`src/rtl/grid_triangulation_index_generator_top_assert.svh`:
```
// Assertion macros for the grid triangulation index generator.
// Needs nothing else; included by the top level only.
`ifndef GRID_TRIANGULATION_INDEX_GENERATOR_TOP_ASSERT_SVH
`define GRID_TRIANGULATION_INDEX_GENERATOR_TOP_ASSERT_SVH

// Same-cycle implication, disabled while in reset.
`define GTIG_ASSERT_NOW(label, clk, rst_n, ante, cons) \
    label: assert property (@(posedge clk) disable iff (!rst_n) (ante) |-> (cons)) \
        else $error("gtig assertion failed");

// Next-cycle implication, disabled while in reset.
`define GTIG_ASSERT_NEXT(label, clk, rst_n, ante, cons) \
    label: assert property (@(posedge clk) disable iff (!rst_n) (ante) |=> (cons)) \
        else $error("gtig assertion failed");

`endif

```
`src/rtl/gtig_pkg.sv`:
```
// Shared types and constants for the grid triangulation index generator.
// No dependencies; used by gtig_step and the top level.
`default_nettype none

package gtig_pkg;

    localparam int SIZE_W     = 9;   // grid side length and cell coordinates
    localparam int PROD_W     = 2 * SIZE_W;
    localparam int CNT_W      = 17;
    localparam int NODE_W     = 16;
    localparam int IDX_W      = 8;
    localparam int MASK_W     = 4;
    localparam int PAT_W      = 3;
    localparam int CFG_IDX_W  = 2;
    localparam int CFG_DATA_W = 9;

    typedef enum logic [CFG_IDX_W-1:0] {
        CFG_COLS    = 2'd0,
        CFG_ROWS    = 2'd1,
        CFG_PATTERN = 2'd2
    } cfg_reg_t;

    typedef enum logic [1:0] {
        FAM_FIXED      = 2'd0,
        FAM_UNION_JACK = 2'd1,
        FAM_FWD_BACK   = 2'd2
    } family_t;

    typedef struct packed {
        logic [SIZE_W-1:0] m;       // clamped nodes per row
        logic [SIZE_W-1:0] n;       // clamped nodes per column
        family_t           family;
        logic              nw_base;
    } grid_cfg_t;

    typedef struct packed {
        logic [SIZE_W-1:0] cell_row;
        logic [SIZE_W-1:0] cell_col;
        logic              half_select;
        logic              odd_row_pass;
        logic              second_column_sweep;
        logic [CNT_W-1:0]  triangle_count;
        logic              finished;
    } walk_state_t;

    typedef struct packed {
        logic [NODE_W-1:0] node_a;
        logic [NODE_W-1:0] node_b;
        logic [NODE_W-1:0] node_c;
        logic [CNT_W-1:0]  element_number;
        logic [MASK_W-1:0] boundary_mask;
        logic [IDX_W-1:0]  side0_index;
        logic [IDX_W-1:0]  side1_index;
        logic [IDX_W-1:0]  side2_index;
        logic [IDX_W-1:0]  side3_index;
        logic              last_triangle;
    } triangle_t;

    function automatic family_t pattern_family(input logic [PAT_W-1:0] pattern);
        family_t fam;
        case (pattern[PAT_W-1:1])
            2'd1:    fam = FAM_UNION_JACK;
            2'd2:    fam = FAM_FWD_BACK;
            default: fam = FAM_FIXED;
        endcase
        return fam;
    endfunction

endpackage

`default_nettype wire

```
`src/rtl/gtig_step.sv`:
```
// Combinational step of the walk: one triangle and the following walk state.
// Depends on gtig_pkg.
`default_nettype none

module gtig_step (
    input  var gtig_pkg::grid_cfg_t   cfg,
    input  var gtig_pkg::walk_state_t cur,
    input  wire logic                 restart,
    output gtig_pkg::walk_state_t     nxt,
    output gtig_pkg::triangle_t       tri_data,
    output logic                      emit
);

    localparam int SW = gtig_pkg::SIZE_W;
    localparam int PW = gtig_pkg::PROD_W;

    // Move to the next row of the current pass, or to the odd-row pass, or finish the walk.
    function automatic gtig_pkg::walk_state_t next_row_pass(
        input gtig_pkg::walk_state_t s,
        input logic [SW-1:0]         m,
        input logic [SW-1:0]         n
    );
        gtig_pkg::walk_state_t t;
        logic [SW:0]           row2;
        t    = s;
        row2 = {1'b0, s.cell_row} + (SW+1)'(2);
        t.cell_row = row2[SW-1:0];
        if (row2 > ({1'b0, n} - (SW+1)'(2))) begin
            if (!s.odd_row_pass && (n >= SW'(3))) begin
                t.odd_row_pass = 1'b1;
                t.cell_row     = SW'(1);
            end else begin
                t.finished = 1'b1;
            end
        end
        t.cell_col            = m - SW'(2);
        t.second_column_sweep = 1'b0;
        return t;
    endfunction

    gtig_pkg::walk_state_t st;
    gtig_pkg::walk_state_t adv;
    logic [SW-1:0]         m_minus2;
    logic [SW-1:0]         n_minus2;
    logic                  nw;
    logic [PW-1:0]         ul;
    logic [PW-1:0]         ll;
    logic [PW-1:0]         ur;
    logic [PW-1:0]         lr;
    logic                  at_right;
    logic                  at_top;
    logic                  at_left;
    logic                  at_bottom;
    logic [SW-1:0]         side1_full;
    logic [SW-1:0]         side2_full;

    always_comb
    begin
        m_minus2 = cfg.m - SW'(2);
        n_minus2 = cfg.n - SW'(2);

        st = cur;
        if (restart)
        begin
            st.cell_row            = '0;
            st.cell_col            = (cfg.family == gtig_pkg::FAM_FIXED) ? '0 : m_minus2;
            st.half_select         = 1'b0;
            st.odd_row_pass        = 1'b0;
            st.second_column_sweep = 1'b0;
            st.triangle_count      = '0;
            st.finished            = 1'b0;
        end
        emit = !st.finished;

        case (cfg.family)
            gtig_pkg::FAM_UNION_JACK: nw = cfg.nw_base ^ st.odd_row_pass ^ st.second_column_sweep;
            gtig_pkg::FAM_FWD_BACK:   nw = cfg.nw_base ^ st.odd_row_pass;
            default:                  nw = cfg.nw_base;
        endcase

        // corner node indices; UR sits one row (m nodes) above UL
        ul = PW'(st.cell_row) * PW'(cfg.m) + PW'(st.cell_col);
        ll = ul + PW'(1);
        ur = ul + PW'(cfg.m);
        lr = ur + PW'(1);

        at_right  = (st.cell_col == m_minus2);
        at_top    = (st.cell_row == n_minus2);
        at_left   = (st.cell_col == '0);
        at_bottom = (st.cell_row == '0);

        tri_data = '0;
        if (!nw)
        begin
            if (!st.half_select)
            begin
                tri_data.node_a           = ll[gtig_pkg::NODE_W-1:0];
                tri_data.node_b           = lr[gtig_pkg::NODE_W-1:0];
                tri_data.node_c           = ur[gtig_pkg::NODE_W-1:0];
                tri_data.boundary_mask[0] = at_right;
                tri_data.boundary_mask[1] = at_top;
            end
            else
            begin
                tri_data.node_a           = ll[gtig_pkg::NODE_W-1:0];
                tri_data.node_b           = ur[gtig_pkg::NODE_W-1:0];
                tri_data.node_c           = ul[gtig_pkg::NODE_W-1:0];
                tri_data.boundary_mask[2] = at_left;
                tri_data.boundary_mask[3] = at_bottom;
            end
        end
        else
        begin
            if (!st.half_select)
            begin
                tri_data.node_a           = ll[gtig_pkg::NODE_W-1:0];
                tri_data.node_b           = lr[gtig_pkg::NODE_W-1:0];
                tri_data.node_c           = ul[gtig_pkg::NODE_W-1:0];
                tri_data.boundary_mask[0] = at_right;
                tri_data.boundary_mask[3] = at_bottom;
            end
            else
            begin
                tri_data.node_a           = lr[gtig_pkg::NODE_W-1:0];
                tri_data.node_b           = ur[gtig_pkg::NODE_W-1:0];
                tri_data.node_c           = ul[gtig_pkg::NODE_W-1:0];
                tri_data.boundary_mask[2] = at_left;
                tri_data.boundary_mask[1] = at_top;
            end
        end

        side1_full = m_minus2 - st.cell_col;
        side2_full = n_minus2 - st.cell_row;
        tri_data.element_number = st.triangle_count;
        tri_data.side0_index = tri_data.boundary_mask[0] ?
                               st.cell_row[gtig_pkg::IDX_W-1:0] : '0;
        tri_data.side1_index = tri_data.boundary_mask[1] ?
                               side1_full[gtig_pkg::IDX_W-1:0] : '0;
        tri_data.side2_index = tri_data.boundary_mask[2] ?
                               side2_full[gtig_pkg::IDX_W-1:0] : '0;
        tri_data.side3_index = tri_data.boundary_mask[3] ?
                               st.cell_col[gtig_pkg::IDX_W-1:0] : '0;

        // advance past this triangle
        adv = st;
        adv.triangle_count = st.triangle_count + gtig_pkg::CNT_W'(1);
        if (!st.half_select)
        begin
            adv.half_select = 1'b1;
        end
        else
        begin
            adv.half_select = 1'b0;
            case (cfg.family)
                gtig_pkg::FAM_FWD_BACK:
                begin
                    if (st.cell_col != '0)
                        adv.cell_col = st.cell_col - SW'(1);
                    else
                        adv = next_row_pass(adv, cfg.m, cfg.n);
                end
                gtig_pkg::FAM_UNION_JACK:
                begin
                    if (st.cell_col >= SW'(2))
                        adv.cell_col = st.cell_col - SW'(2);
                    else if (!st.second_column_sweep && (cfg.m >= SW'(3)))
                    begin
                        adv.second_column_sweep = 1'b1;
                        adv.cell_col            = cfg.m - SW'(3);
                    end
                    else
                        adv = next_row_pass(adv, cfg.m, cfg.n);
                end
                default:
                begin
                    if (at_right)
                    begin
                        adv.cell_col = '0;
                        adv.cell_row = st.cell_row + SW'(1);
                        if (at_top)
                            adv.finished = 1'b1;
                    end
                    else
                        adv.cell_col = st.cell_col + SW'(1);
                end
            endcase
        end
        tri_data.last_triangle = adv.finished;

        nxt = emit ? adv : st;
    end

endmodule

`default_nettype wire

```
`src/rtl/grid_triangulation_index_generator_top.sv`:
```
// Grid triangulation index generator, top level.
// Depends on gtig_pkg, gtig_step and grid_triangulation_index_generator_top_assert.svh.
//
// Usage:
//   Input channel (in_valid / in_stall / restart): each transaction asks for one
//   triangle. restart = 1 starts the walk over and returns the first triangle;
//   restart = 0 returns the next one. After the last triangle of the layer an
//   advance yields no result transaction.
//   Output channel (out_valid / out_stall / fields): one triangle per result.
//   The result is registered at the edge that accepts the request. Throughput is
//   one triangle per cycle while the receiver does not stall; the cell index
//   multiply and walk update sit in the single stage between the walk registers
//   and the result register.
//   When the receiver stalls, the result register holds and in_stall rises; a request
//   is still taken in the cycle the held result leaves. Config port (cfg_we / cfg_index /
//   cfg_data): 0 cols, 1 rows, 2 pattern. A write to any of these makes the next request
//   act as a restart. The user makes writes only while idle; the block does not enforce it.
//   Reset: cols = rows = 2, pattern 0, walk at the first triangle, output empty.
`default_nettype none

`include "grid_triangulation_index_generator_top_assert.svh"

module grid_triangulation_index_generator_top #(
    parameter int unsigned MAX_NODES_PER_SIDE = 256
) (
    input  wire logic                                clk,
    input  wire logic                                rst_n,
    // configuration
    input  wire logic                                cfg_we,
    input  wire logic [gtig_pkg::CFG_IDX_W-1:0]      cfg_index,
    input  wire logic [gtig_pkg::CFG_DATA_W-1:0]     cfg_data,
    // request channel
    input  wire logic                                in_valid,
    output logic                                     in_stall,
    input  wire logic                                restart,
    // result channel
    output logic                                     out_valid,
    input  wire logic                                out_stall,
    output logic [gtig_pkg::NODE_W-1:0]              node_a,
    output logic [gtig_pkg::NODE_W-1:0]              node_b,
    output logic [gtig_pkg::NODE_W-1:0]              node_c,
    output logic [gtig_pkg::CNT_W-1:0]               element_number,
    output logic [gtig_pkg::MASK_W-1:0]              boundary_mask,
    output logic [gtig_pkg::IDX_W-1:0]               side0_index,
    output logic [gtig_pkg::IDX_W-1:0]               side1_index,
    output logic [gtig_pkg::IDX_W-1:0]               side2_index,
    output logic [gtig_pkg::IDX_W-1:0]               side3_index,
    output logic                                     last_triangle
);

    localparam int SW = gtig_pkg::SIZE_W;
    localparam int unsigned SideFieldMax = (1 << SW) - 1;
    localparam int unsigned SideClamp    =
        (MAX_NODES_PER_SIDE > SideFieldMax) ? SideFieldMax : MAX_NODES_PER_SIDE;
    localparam logic [SW-1:0] MaxSide    = SW'(SideClamp);

    logic [SW-1:0]                cols_reg;
    logic [SW-1:0]                rows_reg;
    logic [gtig_pkg::PAT_W-1:0]   pattern_reg;
    logic                         pend_restart_reg;
    logic                         pend_restart_next;
    gtig_pkg::walk_state_t        walk_reg;
    gtig_pkg::walk_state_t        walk_next;
    logic                         out_valid_reg;
    logic                         out_valid_next;
    gtig_pkg::triangle_t          tri_reg;

    gtig_pkg::grid_cfg_t          grid_cfg;
    gtig_pkg::walk_state_t        step_nxt;
    gtig_pkg::triangle_t          step_tri;
    logic                         step_emit;
    logic                         accept;
    logic                         cfg_hit;

    // clamp sizes into the legal range
    always_comb
    begin
        if (cols_reg < SW'(2))
            grid_cfg.m = SW'(2);
        else if (cols_reg > MaxSide)
            grid_cfg.m = MaxSide;
        else
            grid_cfg.m = cols_reg;

        if (rows_reg < SW'(2))
            grid_cfg.n = SW'(2);
        else if (rows_reg > MaxSide)
            grid_cfg.n = MaxSide;
        else
            grid_cfg.n = rows_reg;

        grid_cfg.family  = gtig_pkg::pattern_family(pattern_reg);
        grid_cfg.nw_base = pattern_reg[0];
    end

    gtig_step u_step (
        .cfg      (grid_cfg),
        .cur      (walk_reg),
        .restart  (restart | pend_restart_reg),
        .nxt      (step_nxt),
        .tri_data (step_tri),
        .emit     (step_emit)
    );

    assign in_stall = out_valid_reg & out_stall;
    assign accept   = in_valid & ~in_stall;

    always_comb
    begin
        case (cfg_index)
            gtig_pkg::CFG_COLS,
            gtig_pkg::CFG_ROWS,
            gtig_pkg::CFG_PATTERN: cfg_hit = cfg_we;
            default:               cfg_hit = 1'b0;
        endcase

        if (cfg_hit)
            pend_restart_next = 1'b1;
        else if (accept)
            pend_restart_next = 1'b0;
        else
            pend_restart_next = pend_restart_reg;

        walk_next = accept ? step_nxt : walk_reg;

        if (accept)
            out_valid_next = step_emit;
        else if (!out_stall)
            out_valid_next = 1'b0;
        else
            out_valid_next = out_valid_reg;
    end

    always_ff @(posedge clk or negedge rst_n)
    begin
        if (!rst_n)
        begin
            cols_reg         <= SW'(2);
            rows_reg         <= SW'(2);
            pattern_reg      <= '0;
            pend_restart_reg <= 1'b0;
            walk_reg         <= '0;
            out_valid_reg    <= 1'b0;
        end
        else
        begin
            if (cfg_we)
            begin
                case (cfg_index)
                    gtig_pkg::CFG_COLS:    cols_reg    <= cfg_data[SW-1:0];
                    gtig_pkg::CFG_ROWS:    rows_reg    <= cfg_data[SW-1:0];
                    gtig_pkg::CFG_PATTERN: pattern_reg <= cfg_data[gtig_pkg::PAT_W-1:0];
                    default:               ;
                endcase
            end
            pend_restart_reg <= pend_restart_next;
            walk_reg         <= walk_next;
            out_valid_reg    <= out_valid_next;
        end
    end

    always_ff @(posedge clk)
    begin
        if (accept && step_emit)
            tri_reg <= step_tri;
    end

    assign out_valid      = out_valid_reg;
    assign node_a         = tri_reg.node_a;
    assign node_b         = tri_reg.node_b;
    assign node_c         = tri_reg.node_c;
    assign element_number = tri_reg.element_number;
    assign boundary_mask  = tri_reg.boundary_mask;
    assign side0_index    = tri_reg.side0_index;
    assign side1_index    = tri_reg.side1_index;
    assign side2_index    = tri_reg.side2_index;
    assign side3_index    = tri_reg.side3_index;
    assign last_triangle  = tri_reg.last_triangle;

    // an advance past the end produces nothing
    `GTIG_ASSERT_NEXT(a_no_result_after_end, clk, rst_n,
        accept && walk_reg.finished && !restart && !pend_restart_reg, !out_valid)
    // a restart always yields triangle zero
    `GTIG_ASSERT_NEXT(a_restart_first, clk, rst_n,
        accept && restart, out_valid && (element_number == '0))
    // the walk is finished while the final triangle is on display
    `GTIG_ASSERT_NOW(a_last_means_finished, clk, rst_n,
        out_valid && last_triangle, walk_reg.finished)

endmodule

`default_nettype wire
```
`config.mk`:
```
export PLATFORM = sky130hd
export DESIGN_NAME = grid_triangulation_index_generator_top
export DESIGN_NICKNAME = d
export VERILOG_FILES = /design/src/rtl/gtig_pkg.sv /design/src/rtl/gtig_step.sv /design/src/rtl/grid_triangulation_index_generator_top.sv
export VERILOG_INCLUDE_DIRS = /design/src /design/src/rtl
export SDC_FILE = /design/constraint.sdc
export NUM_CORES = 1
export LEC_CHECK = 0
export BUFFER_PORTS_ARGS = -buffer_cell sky130_fd_sc_hd__buf_2
export CORE_ASPECT_RATIO = 1.1
export CORE_MARGIN = 4
export CORE_UTILIZATION = 56
export DETAILED_ROUTE_END_ITERATION = 16
export GPL_ROUTABILITY_DRIVEN = 0
export PLACE_DENSITY = 0.83
export SLEW_MARGIN = 20
export SYNTH_ARGS = -nofsm -noshare
export SYNTH_HDL_FRONTEND = slang
export SYNTH_HIERARCHICAL = 1
export SYNTH_SLANG_ARGS = --single-unit
```
`constraint.sdc`:
```
create_clock -name clk -period 8.54 [get_ports clk]
set_clock_uncertainty 0.15 [all_clocks]
set_input_delay 0.854 -clock clk [delete_from_list [all_inputs] [get_ports clk]]
set_output_delay 0.854 -clock clk [all_outputs]
set_load 0.03 [all_outputs]
```
-- Word-level counts from Yosys, hierarchy flattened
Cells that the tools add are included.
- div/mod/pow operators: 0
- bitwise gates (word level): 6
- multipliers: 1
- shift operators: 0
- $lt $le $gt $ge: 8
- muxes and demuxes: 50
- reduce and logical (&&, ||, !) cells: 16
- add/sub/neg operators: 16
- eq/ne operators: 9
- operator list (cell ; count):
    $mux W9 ; 15
    $mux W48 ; 2
    $mux W39 ; 2
    $mux W20 ; 3
    $pmux W19 S2 ; 1
    $pmux W18 S2 ; 1
    $sub A9 B2 Y9 const B ; 4
    $add A16 B1 Y16 const B ; 2
    $add A16 B9 Y16 ; 2
    $mux W32 ; 1
    $ge A9 B2 Y1 const B ; 3
    $add A9 B1 Y9 const B ; 2
    $eq A9 B9 Y1 ; 2
    $gt A9 B9 Y1 const B ; 2
    $logic_not A9 Y1 ; 2
    $lt A9 B2 Y1 const B ; 2
    $mux W18 ; 1
    $add A17 B1 Y17 const B ; 1
    $mux W1 ; 17
    $mul A9 B9 Y16 ; 1
    $sub A8 B8 Y8 ; 2
    $add A9 B2 Y10 const B ; 1
    $gt A10 B10 Y1 ; 1
    $sub A9 B2 Y10 const B ; 1
    19 further kinds ; 35
- bits in read-only memories: 0
- memory bits (writable): 0
- input port bits: 17
- register bits after elaboration: 164
- memories kept: 0
- bits in latches: 0

-- Depth between registers and ports, before layout
- word-level depth: 15
- gate-level depth with buffers: 33

-- Hierarchy
Netlist, hierarchy kept.
- modules (own cells, without submodules) (module ; sequential area each (um2) ; cells an instance ; area an instance (um2) ; times used):
    gtig_step ; 0.0 ; 1211 ; 8595.7 ; 1
    grid_triangulation_index_generator_top ; 4616.9 ; 269 ; 5586.6 ; 1

-- Worst setup path before layout
Ideal clock, no wire load.
- kind: input-to-reg
- from: input restart
- to: register tri_reg (netlist bit node_a[12]) (data pin)
- path buffers: 4
- arrival time: 8.223 ns
- cell stages on the path: 32
- path slack: -0.100 ns
- data required time: 8.123 ns
- cells stage by stage: or2_2 > buf_4 > buf_4 > buf_2 > nor2_1 > nand2_1 > fa_1 > inv_1 > fa_1 > inv_1 > fa_1 > inv_1 > fa_1 > inv_1 > fa_1 > inv_1 > ha_1 > buf_2 > a2111oi_0 > o21a_1 > nor2_1 > xnor2_1 > inv_1 > ha_1 > or4_1 > o22ai_2 > or3_1 > nand2_1 > nor3_2 > nand3_1 > a31o_2 > xnor2_1
- RTL lines (what ; RTL line ; source):
    start, declared ; grid_triangulation_index_generator_top.sv:35 ; input wire logic restart,
    end signal, assigned ; grid_triangulation_index_generator_top.sv:165 ; tri_reg <= step_tri;
    end, declared ; grid_triangulation_index_generator_top.sv:66 ; gtig_pkg::triangle_t tri_reg;

==> summary.txt <==
Final layout
  • Syn-to-layout area delta: 12.1%
  • Largest register FFs: 39
  • Final net count: 1768
  • Antenna diodes: 0
  • Register Area: 0.00462 mm2
  • Final instance area: 0.0159 mm2
  • Share of cells above drive strength 1: 19.5%
  • Multi-input logic area: 0.00884 mm2
  • Fillers: 1902

STA
  • Setup ws final: 224 ps
  • Slew headroom: 34.7%
  • Slew Viols, Final: 0
  • Setup tns final: 0 ps
  • Minimum clock period: 8320 ps
  • Final hold vios: 0
  • Final setup violation count: 0
  • Tightest Pin Transition: 980 ps
  • Max Freq: 120 MHz
  • Fin crit share: 97.4%

Floorplan
  • Core footprint: 0.0247 mm2
  • Die width: 160 um
  • Initial Util: 57.4%
  • Die H: 175 um
  • Rows: 60
  • Die ar.: 0.0279 mm2
  • # IOs: 121

Critical path
  • WS Path Type: flip-flop to flip-flop
  • CP startpoint kind: flip-flop
  • Crit path depth: 29
  • Crit Path Max Fanout: 8
  • Delay-heaviest family, CP: adder cells
  • Worst EP required: 8580 ps
  • Critical Path Max Stage Delay: 580 ps
  • CP max-delay cell: o41a_1
  • Worst R2R Path Depth: 29
  • Critical path capture point type: flip-flop
  • Buf/Inv on CP: 6
  • CP arrival: 8360 ps

Drt
  • DR iter-0 viols: 1033
  • Via count: 11700
  • Residual DRC: 0
  • Wirelength, routed: 35300 um
  • Routed wl met2: 17000 um
  • Met3 WL: 2920 um
  • TritonRoute pass-1 iters: 6
  • Met1 wire length: 13800 um
  • DRT antenna net count: 0
  • WL per Instance: 18.4 um
  • Vias per std cell: 6.07
  • Top Metal Used: met4

Pwr
  • Worst VDD drop: 0.137 mV
  • LEAKAGE: 7.19 nW
  • PD cells: 218 mW/mm2

Synth
  • Post-Syn Area: 0.0142 mm2
  • EDFF count, synth: 102
  • Sequential area share after synthesis: 32.6%
  • Gate count of the mapped netlist: 1480
  • Area contributors post-synth: edfxtp_1 (22%), dfrtp_1 (11%), ha_1 (8.6%)
  • Leading area contributor after synthesis: edfxtp_1
  • Most numerous cell in the Yosys netlist: nand2_1
  • #FFs+latches synth: 164
  • Synth Net Count: 1651
  • Synth cell count leaders: nand2_1 (142), inv_1 (112), nor2_1 (111)
  • Area share of the largest cell type after synthesis: 21.6%
  • Asr flop ratio synth: 37.8%
  • Yosys warns: 6
  • Post-Syn Area per Cell: 9.58 um2
  • Synth cell types: 100
  • Top FF cell, synth: edfxtp_1

Clock network
  • Post-CTS Hold Fix Bufs: 0
  • Sink Count: 164
  • Clock Pin Slew Worst Setup and Hold Paths: 80 ps
  • Root Driver: clkbuf_16
  • Htree depth: 4
  • Max Buffers Root-to-Sink: 2
  • Worst-Skew Late Latency: 450 ps
  • CTS tree: done
  • Inserted Clock Buffers: 17

Global route
  • First-pass GRT wire length: 57400 um
  • Gr ovfl total: 0
  • Vias in the first global route: 11600
  • Antenna violations before repair: 0
  • Largest net degree at the start of global routing: 80
  • Total track usage: 25.0%

Min path
  • Min-Delay Path Class: flip-flop to flip-flop
  • WHS Path Cells: 1

Placement
  • Detailed Place HPWL: 26100 um
  • Placed inst area: 0.0152 mm2
  • IO Port Bufs: 120
  • Worst slack, placed: 155 ps

Run
  • Max_cap viols: 0

Run status
  • Status: finished, final reports clean
[cells in the final DEF (no fill, tap or decap), types with 8 or more instances in the layout]
cell type,n
nand2_1,142
buf_2,120
inv_1,112
nor2_1,110
edfxtp_1,102
ha_1,97
xnor2_1,80
mux2_2,61
dfrtp_1,60
fa_1,57
nor2b_1,50
buf_4,49
o21ai_0,49
xor2_1,47
and2_1,41
nand3_1,40
a21oi_1,40
nor3_1,22
nand4_1,19
a21o_1,18
nand2b_1,17
clkbuf_16,17
mux2i_1,15
and3_1,12
nor4_1,11
o211ai_1,11
a22oi_1,10
o31ai_1,9
or2_2,8
[where the power goes]
group / switching (mW) / total (mW) / internal [mW]
clock: 0.397 / 0.800 / 0.403
sequential: 0.0590 / 1.03 / 0.972
combinational: 1.03 / 1.63 / 0.608
total: 1.48 / 3.47 / 1.98
[logic make-up after synthesis]
family	share of synthesized area [%]
flops	32.6
simple gates	18.7
xor+xnor	8.14
compound gates	12.5
mux	6.06
fa+ha+maj	16.6
buf+inv	5.42
[routing by layer]
metal	up-vias	GRT usage, %
met5	-	0
met4	0	10.2
met3	143	4.53
met2	594	43.2
met1	5500	30.9
li1	5415	-
[path summary, 6_finish.rpt]
path	slack (ps)	endpoint	startpoint
setup / recovery	220	node_b[15]$_DFFE_PP_	cols_reg[2]$_DFFE_PN0P_
hold / removal	350	walk_reg[19]$_DFFE_PN0P_	walk_reg[19]$_DFFE_PN0P_
setup reg to reg	220	node_b[15]$_DFFE_PP_	cols_reg[2]$_DFFE_PN0P_
hold reg to reg	350	walk_reg[19]$_DFFE_PN0P_	walk_reg[19]$_DFFE_PN0P_
max in group asynchronous	7280	walk_reg[37]$_DFFE_PN0P_	rst_n
min in group asynchronous	410	walk_reg[10]$_DFFE_PN0P_	rst_n
[area by class of cell]
class	count	area share, %
Sequential cell	164	29.0
Tap cell	310	2.44
Clock buffer	17	2.68
Inverter	117	2.76
Multi-Input combinational cell	1127	55.6
Clock inverter	15	1.27
Timing Repair Buffer	170	6.16
[stage by stage]
step | util, % | hold WS, ps | std cells | power [mW]
after floorplan | - | 321 | 1480 | 2.25
after global placement | 61.6 | 332 | 1885 | 2.59
after detailed placement | 61.6 | 337 | 1885 | 2.63
after CTS | 64.2 | 355 | 1917 | 3.44
after global routing | 64.4 | 362 | 1920 | 3.66
final | 64.4 | 354 | 1920 | 3.47
[repair_timing]
| item | in CTS | in global routing |
|---|---|---|
| setup endpoints to repair | 0 | 7 |
| setup buffers | 0 | 3 |
| gates resized for setup | 0 | 5 |
(Power assumes the default switching activity.)
